File: config.mk
export PLATFORM = sky130hd
export DESIGN_NAME = tlta_front
export DESIGN_NICKNAME = d
export VERILOG_FILES = /design/src/design/tlta_pkg.sv /design/src/design/tlta_front.sv
export SDC_FILE = /design/constraint.sdc
export NUM_CORES = 2
export LEC_CHECK = 0
export CORE_ASPECT_RATIO = 1.75
export CORE_MARGIN = 2
export CORE_UTILIZATION = 45
export DETAILED_ROUTE_END_ITERATION = 7
export DONT_BUFFER_PORTS = 1
export GPL_TIMING_DRIVEN = 0
export PLACE_DENSITY = 0.59
export SETUP_SLACK_MARGIN = 0.1
export SLEW_MARGIN = 20
export SYNTH_ARGS = -nofsm -noshare
export SYNTH_HDL_FRONTEND = slang
export SYNTH_SLANG_ARGS = --single-unit
File: constraint.sdc
create_clock -name clk -period 7.32 [get_ports clk]
set_input_delay 0.366 -clock clk [delete_from_list [all_inputs] [get_ports clk]]
set_output_delay 0.366 -clock clk [all_outputs]
set_load 0.05 [all_outputs]
File: src/design/tlta_pkg.sv
// ----------------------------------------------------------------------------
// tlta_pkg
// shared types and constants of the toolpath length and time accumulator
// ----------------------------------------------------------------------------
package tlta_pkg;

    localparam int COORD_BITS_DEF = 32;
    localparam int TOTAL_BITS_DEF = 48;
    localparam int RAPID_FEED_DEF = 10000000;

    localparam int REG_BITS = 27;
    localparam int IDX_BITS = 1;
    localparam int SEG_BITS = 33;
    localparam int OUT_BITS = 48;
    localparam int OVR_BITS = 16;
    localparam int KIND_BITS = 3;

    // 60000000 * 256
    localparam longint unsigned TIME_SCALE = 64'd15360000000;
    localparam int SCALE_BITS = 34;
    localparam int DEN_BITS = 44;
    localparam int NUM_BITS = SEG_BITS + SCALE_BITS;

    localparam logic [REG_BITS-1:0] CUT_FEED_RST = 27'd1000000;
    localparam logic [REG_BITS-1:0] PLUNGE_FEED_RST = 27'd300000;

    typedef enum logic [IDX_BITS-1:0] {
        REG_CUTTING_FEED = 1'b0,
        REG_PLUNGE_FEED  = 1'b1
    } reg_idx_t;

    typedef enum logic [KIND_BITS-1:0] {
        KIND_RAPID     = 3'd0,
        KIND_LINEAR    = 3'd1,
        KIND_ARC_CW    = 3'd2,
        KIND_ARC_CCW   = 3'd3,
        KIND_MICROLIFT = 3'd4,
        KIND_RETRACT   = 3'd5,
        KIND_PLUNGE    = 3'd6,
        KIND_OTHER     = 3'd7
    } motion_kind_t;

    typedef enum logic [2:0] {
        ST_IDLE,
        ST_SQ,
        ST_SQRT,
        ST_MUL,
        ST_DIV,
        ST_DONE
    } back_state_t;

endpackage

File: src/design/tlta_front.sv
// ----------------------------------------------------------------------------
// tlta_front
// classifies a point: deltas against previous point, feed denominator
// ----------------------------------------------------------------------------
module tlta_front #(
    parameter int COORD_BITS = tlta_pkg::COORD_BITS_DEF,
    parameter int RAPID_FEED = tlta_pkg::RAPID_FEED_DEF
) (
    input  logic                              clk,
    input  logic                              rst_n,
    input  logic                              in_valid,
    output logic                              in_ready,
    input  logic                              first_point,
    input  logic [COORD_BITS-1:0]             px,
    input  logic [COORD_BITS-1:0]             py,
    input  logic [COORD_BITS-1:0]             pz,
    input  logic [tlta_pkg::KIND_BITS-1:0]    kind,
    input  logic [tlta_pkg::OVR_BITS-1:0]     ovr,
    input  logic [tlta_pkg::REG_BITS-1:0]     cut_feed,
    input  logic [tlta_pkg::REG_BITS-1:0]     plunge_feed,
    // queue entry
    output logic                              q_valid,
    input  logic                              q_pop,
    output logic                              q_clear,
    output logic                              q_move,
    output logic [COORD_BITS-1:0]             q_dx,
    output logic [COORD_BITS-1:0]             q_dy,
    output logic [COORD_BITS-1:0]             q_dz,
    output logic [tlta_pkg::DEN_BITS-1:0]     q_den
);
    localparam logic [tlta_pkg::DEN_BITS-1:0] RAPID_DEN =
        tlta_pkg::DEN_BITS'(64'(RAPID_FEED) * 64'd256);

    logic [COORD_BITS-1:0] last_x_reg, last_y_reg, last_z_reg;
    logic                  have_last_reg;
    logic                  q_valid_reg, q_clear_reg, q_move_reg;
    logic [COORD_BITS-1:0] dx_reg, dy_reg, dz_reg;
    logic [tlta_pkg::DEN_BITS-1:0] den_reg, den_next;
    logic                  take;

    function automatic logic [COORD_BITS-1:0] absd(input logic [COORD_BITS-1:0] a,
                                                   input logic [COORD_BITS-1:0] b);
        logic signed [COORD_BITS:0] d;
        logic [COORD_BITS:0] m;
        d = $signed({a[COORD_BITS-1], a}) - $signed({b[COORD_BITS-1], b});
        m = d[COORD_BITS] ? (~d + 1'b1) : d;
        return m[COORD_BITS-1:0];
    endfunction

    assign in_ready = !q_valid_reg;
    assign take = in_valid && in_ready;

    always_comb
    begin
        unique case (tlta_pkg::motion_kind_t'(kind))
            tlta_pkg::KIND_RAPID, tlta_pkg::KIND_MICROLIFT, tlta_pkg::KIND_RETRACT:
                den_next = RAPID_DEN;
            tlta_pkg::KIND_PLUNGE:
                den_next = {plunge_feed, 8'd0, {(tlta_pkg::DEN_BITS-35){1'b0}}} >>
                           (tlta_pkg::DEN_BITS - 35);
            default:
                den_next = tlta_pkg::DEN_BITS'(cut_feed) * tlta_pkg::DEN_BITS'(ovr);
        endcase
    end

    always_ff @(posedge clk or negedge rst_n)
    begin
        if (!rst_n)
        begin
            last_x_reg    <= '0;
            last_y_reg    <= '0;
            last_z_reg    <= '0;
            have_last_reg <= 1'b0;
            q_valid_reg   <= 1'b0;
            q_clear_reg   <= 1'b0;
            q_move_reg    <= 1'b0;
        end
        else
        begin
            if (q_pop)
                q_valid_reg <= 1'b0;
            if (take)
            begin
                q_valid_reg   <= 1'b1;
                q_clear_reg   <= first_point;
                q_move_reg    <= !first_point && have_last_reg;
                last_x_reg    <= px;
                last_y_reg    <= py;
                last_z_reg    <= pz;
                have_last_reg <= 1'b1;
            end
        end
    end

    always_ff @(posedge clk)
    begin
        if (take)
        begin
            dx_reg  <= absd(px, last_x_reg);
            dy_reg  <= absd(py, last_y_reg);
            dz_reg  <= absd(pz, last_z_reg);
            den_reg <= den_next;
        end
    end

    assign q_valid = q_valid_reg;
    assign q_clear = q_clear_reg;
    assign q_move  = q_move_reg;
    assign q_dx    = dx_reg;
    assign q_dy    = dy_reg;
    assign q_dz    = dz_reg;
    assign q_den   = den_reg;
endmodule

Yosys cells after proc, flatten, opt, wreduce, memory -nomap -nowiden:

Index checks and enable logic that the tools add are counted.

* output and inout port bits: 144
* memory bits (read-only): 0
* latch bits: 0
* memory bits (writable): 0
* register bits: 240
* word-level logic and storage cells: 37
* memories kept: 0

* mux-type cells: 6
* shifts and indexed selects: 0
* reductions and logical operators: 7
* multipliers: 1
* add/subtract/negate cells: 6
* div/mod/pow operators: 0
* order comparisons: 0
* bitwise gates (word level): 3
* eq/ne operators: 3

Operators with widths (count)
* subtractor 32 x 32 -> 33 bit: 3
* adder 32 x 1 -> 32 bit (second input constant): 3
* two-way mux 32 bit: 3
* NOT 32 bit: 3
* case mux 43 bit (2 select lines): 1
* multiplier 27 x 16 -> 43 bit: 1
* == test 3 bit (second input constant): 3
* zero test 3 bit: 1
* OR reduction 3 bit: 1
* logical AND 1 bit: 2
* zero test 1 bit: 2
* two-way mux 1 bit: 2
* nonzero test 2 bit: 1

Depth between registers and ports, before layout:

* depth after elaboration: 4
* depth in mapped cells: 26
* depth with buffers taken out: 24

Least setup slack after synthesis:

Ideal clock, no wire load.

* kind: in2reg
* start point: in ovr[1] (netlist name)
* end point: reg den_reg, in the netlist q_den[36] (data pin)
* stages: 25
* required time: 7.185 ns
* arrival time: 6.239 ns
* setup slack: 0.946 ns
* path buffers: 3
* setup time: 0.135 ns
* path through: clkbuf_1 clkbuf_1 nand2_1 fa_1 inv_1 fa_1 inv_1 fa_1 inv_1 fa_1 fa_1 inv_1 fa_1 inv_1 ha_1 clkbuf_1 a21o_1 a21o_1 a21oi_1 or3_1 o21ai_0 a31o_2 o221a_2 or4_1 nand3_1

* word-level cells in the longest chain between the ends: 2

Ends and longest elaborated chain
* start, declared: RTL line tlta_front.sv:18 `input logic [tlta_pkg::OVR_BITS-1:0] ovr,`
* multiplier 27 x 16 -> 43 bit: RTL line tlta_front.sv:62 `den_next = tlta_pkg::DEN_BITS'(cut_feed) * tlta_pkg::DEN_BITS'(ovr);`
* case mux 43 bit (2 select lines): RTL line tlta_front.sv:55 `unique case (tlta_pkg::motion_kind_t'(kind))`
* net den_next, one bit: RTL line tlta_front.sv:38 `logic [tlta_pkg::DEN_BITS-1:0] den_reg, den_next;`
* end signal, assigned: RTL line tlta_front.sv:102 `den_reg <= den_next;`
* end, declared: RTL line tlta_front.sv:38

The timed path passes the listed nets, and every way through them passes these cells.
A chain may end at the register's enable or synchronous reset.

Final worst setup path:

* start point: in ovr[8] (netlist name)
* end point: reg den_reg, in the netlist q_den[20] (data pin)

Same word-level chain as after synthesis.

==> results.txt <==
----------------------------------------------------
[Run status]
  Outcome ... complete, no violations

[Timing]
  Clock skew ... 0.0181 ns
  Final Critical Period ... roughly 7 ns
  Transition time of the tightest slew-check pin ... roughly 1.1 ns
  Number of hold violations in the final report ... 0
  Unrepaired setup endpoints after global routing ... yes
  Final-report max-slew violation count ... 0
  Hold Slack ... between 0.02 and 0.025 ns
  Setup Viol. Count Final ... 0
  Period Utilization, post-route ... ~95%
  Maximum achievable frequency ... 0.144 GHz
  Slew Limit Headroom ... approximately 27%
  Sum of negative setup slack ... 0 ns

[Yosys]
  Synthesized area ... 29,800 um2
  Number of enable flip-flop cells after synthesis ... ~140
  Syn Inst Count ... between 3,000 and 4,000
  Part of the Yosys area used for sequential elements ... about 22%
  FFs w/ async S/R, synth ... about two fifths
  Fraction of post-synthesis cell area in the top cell type by area ... about a quarter
  Synth warnings ... 0
  Avg Cell Area, Syn ... 8.94 um2
  Syn Nets ... roughly 4,100
  Register bit total from synthesis ... approximately 240
  Library cells used by synthesis ... ~110
  Most instantiated flip-flop cell in the synthesis netlist ... edfxtp_1
  Cell types occupying the most area after synthesis ... fa_1 (24%), edfxtp_1 (14%), ha_1 (9.0%)
  Cell type contributing the most total cell area after synthesis ... fa_1

[Floorplan]
  Core Rows ... 124
  Die Ht ... around 340 um
  DIE AREA ... between 60,000 and 70,000 um2
  Number of ports placed on the die boundary ... roughly 320
  Core Area ... ~65,000 um2
  Horizontal extent of the die ... slightly below 200 um
  Starting density of the core ... a little under half

[Cells and area]
  Max reg flops ... 43
  Net total in the final layout ... between 4,000 and 5,000
  Proportion of layout cells with a drive suffix above 1 ... under 10%
  Area of all placed cells without fillers ... about 33,000 um2
  Area growth from synthesis to layout ... 10.8%
  Final core area utilization ... slightly above 50%
  Filler cell count in the final layout ... 6,240

[Worst setup path]
  Critical path arrival ... between 7 and 8 ns
  Critical Setup Path Class ... in -> reg
  Worst-path cell chain ... clkdlybuf4s15_1 > clkbuf_2 > nand2_1 > fa_1 > inv_1 > fa_1 > inv_1 > fa_1 > inv_1 > fa_1 > fa_1 > inv_1 > fa_1 > inv_1 > ha_1 > nand2_1 > nor2_1 > a211oi_1 > o31ai_2 > a21o_1 > a21boi_0 > nand2b_1 > xnor2_1 > a21oi_1
  Required time reported for the critical path endpoint ... about 7.6 ns
  Critical path fanouts, max ... 10
  Critical path startpoint category ... primary input
  FF-to-FF Start ... last_y_reg[0]
  Cell repeated most along the worst path ... fa_1
  Crit path capture type ... flop
  Delay of the slowest critical-path stage ... 0.71 ns
  Launching element of the worst setup path ... ovr[8]
  Worst-path cell with the longest stage delay ... clkdlybuf4s15_1

[Clock tree]
  Number of buffers created by CTS ... 25
  CTS tree ... built
  Clock sink total ... roughly 240
  CTS Root Buffer Type ... clkbuf_16
  Number of levels in the clock H-tree ... 1
  Buffer depth of the longest clock path ... 3
  Clock insertion delay at the later pin of the skew report ... roughly 0.56 ns
  Post-CTS clock slew at the launch and capture registers of the worst setup and hold paths ... ~0.06 ns

[Detailed routing]
  Post-DR vias/cell ... ~5.6
  DRT antenna net count ... 0
  Iter 0 DRT Violations ... 1,378
  Total number of vias ... between 20,000 and 25,000
  Avg WL per Cell ... roughly 23 um
  Number of detailed-route iterations in the first pass ... 5
  Total wire length after detailed routing ... between 90 and 100 mm
  Number of design rule violations left after detail routing ... 0

[Flow run]
  Max-cap violations ... 0

[Placed design]
  Number of buffers inserted by port buffering ... 0
  Placed wire-length estimate ... 80.4 mm
  Placed cell areas ... between 30,000 and 40,000 um2
  Final Wtd Congestion ... about 0.97

[Global routing]
  Number of global-route vias before repair ... about 26,000
  Number of antenna violations at the first check in global routing ... 7
  Wire length of the first global-routing pass ... ~150 mm
  Maximum number of pins on one net before global-route repair ... between 100 and 150
  GRT Util Overall ... just under 30%
  Overflow after GRT ... 0

[Worst hold path]
  Worst min-delay path startpoint ... plunge_feed[21]
  Path type of the worst min-delay path ... in -> reg

----------------------------------------------------
[timing repair]
item / in CTS / in global routing
endpoints found under the setup margin: 10 / 11
buffers inserted: 0 / 0
hold endpoints to repair: 212 / 0
hold buffers: 113 / 0
gates resized for setup: 3 / 31
[kinds of logic after synthesis]
group	synth area share, %
AND/OR/NAND/NOR	16.7
adder cells (fa/ha/maj)	32.6
buffers and inverters	8.68
flip-flops	22.4
multiplexers	0.357
AO/OA/AOI/OAI	13.7
other	0.0126
XOR/XNOR	5.60
[final timing paths]
kind | to | slack [ns] | cells after the start
min reg2reg | have_last_reg | 0.47 | 1
max in group asynchronous | last_z_reg[31] | 6.33 | 2
min | q_den[29] | 0.02 | 2
min in group asynchronous | last_x_reg[21] | 0.41 | 2
max reg2reg | q_dy[9] | 2.52 | 14
max | q_den[20] | 0.38 | 24
[cells in the mapped netlist, drive strengths merged, types with 13 or more instances]
library cell / number
o21a: 28
o21ai: 199
nand2b: 17
inv: 529
o21bai: 22
xnor2: 101
a211oi: 13
nand2: 456
clkbuf: 137
xor2: 87
nor2: 123
nor2b: 16
ha: 214
nand3: 42
dfrtp: 100
a21oi: 169
nor3: 31
edfxtp: 139
and3: 23
a21o: 66
nand4: 28
o31ai: 15
and2: 202
fa: 351
a31oi: 23
[layout by cell type, fill, tap and decap left out, types with 12 or more instances in the layout]
cell / n
nor3_1: 28
a211oi_1: 12
nand3_1: 42
ha_1: 214
a21oi_1: 168
a31oi_1: 23
a21o_1: 65
nor2_1: 123
and3_1: 19
o21bai_1: 22
o31ai_1: 14
inv_1: 529
o21ai_0: 196
clkbuf_2: 16
nand4_1: 28
nor2b_1: 16
dfrtp_1: 100
nand2b_1: 17
xnor2_1: 101
clkbuf_16: 26
and2_1: 200
clkbuf_1: 121
o21a_1: 28
dlygate4sd3_1: 112
nand2_1: 456
fa_1: 351
edfxtp_1: 139
xor2_1: 87
[worst max-delay path, delay by kind of cell]
kind	cells	cell delay, ns
fa+ha+maj	7	3.31
buf+inv	7	1.36
compound gates	5	1.28
simple gates	4	0.45
xor+xnor	1	0.41
[layer usage]
| layer | up-vias | part of all wire, % | GRT usage [%] |
|---|---|---|---|
| met3 | 237 | 6.1 | 3.90 |
| met2 | 908 | 53 | 55.5 |
| met4 | 8 | 5.2 | 14.1 |
| li1 | 11177 | - | - |
| met1 | 12088 | 35 | 30.4 |
| met5 | - | 0.049 | 0 |
[per-stage QoR]
step | worst slack [ns] | instances
2_1_floorplan | 0.946 | 3335
3_3_place_gp | -1.37 | 4217
3_5_place_dp | -0.599 | 4219
4_1_cts | 0.106 | 4377
5_1_grt | 0.0951 | 4380
6_report | 0.375 | 4382
[layout make-up]
cell class	count	area [um2]	share of cell area (%)
Timing Repair Buffer	115	1200	3.64
Clock buffer	29	662	2.00
Buffer	147	629	1.90
Tap cell	882	1100	3.34
Antenna cell	5	12.5	0.0379
Inverter	529	1990	6.01
Clock inverter	16	219	0.663
Sequential cell	239	6680	20.2
Multi-Input combinational cell	2420	20600	62.2
Power is left out: the tool's default activity adds up to more than one toggle a clock period on the data nets, which glitch-free logic cannot reach.
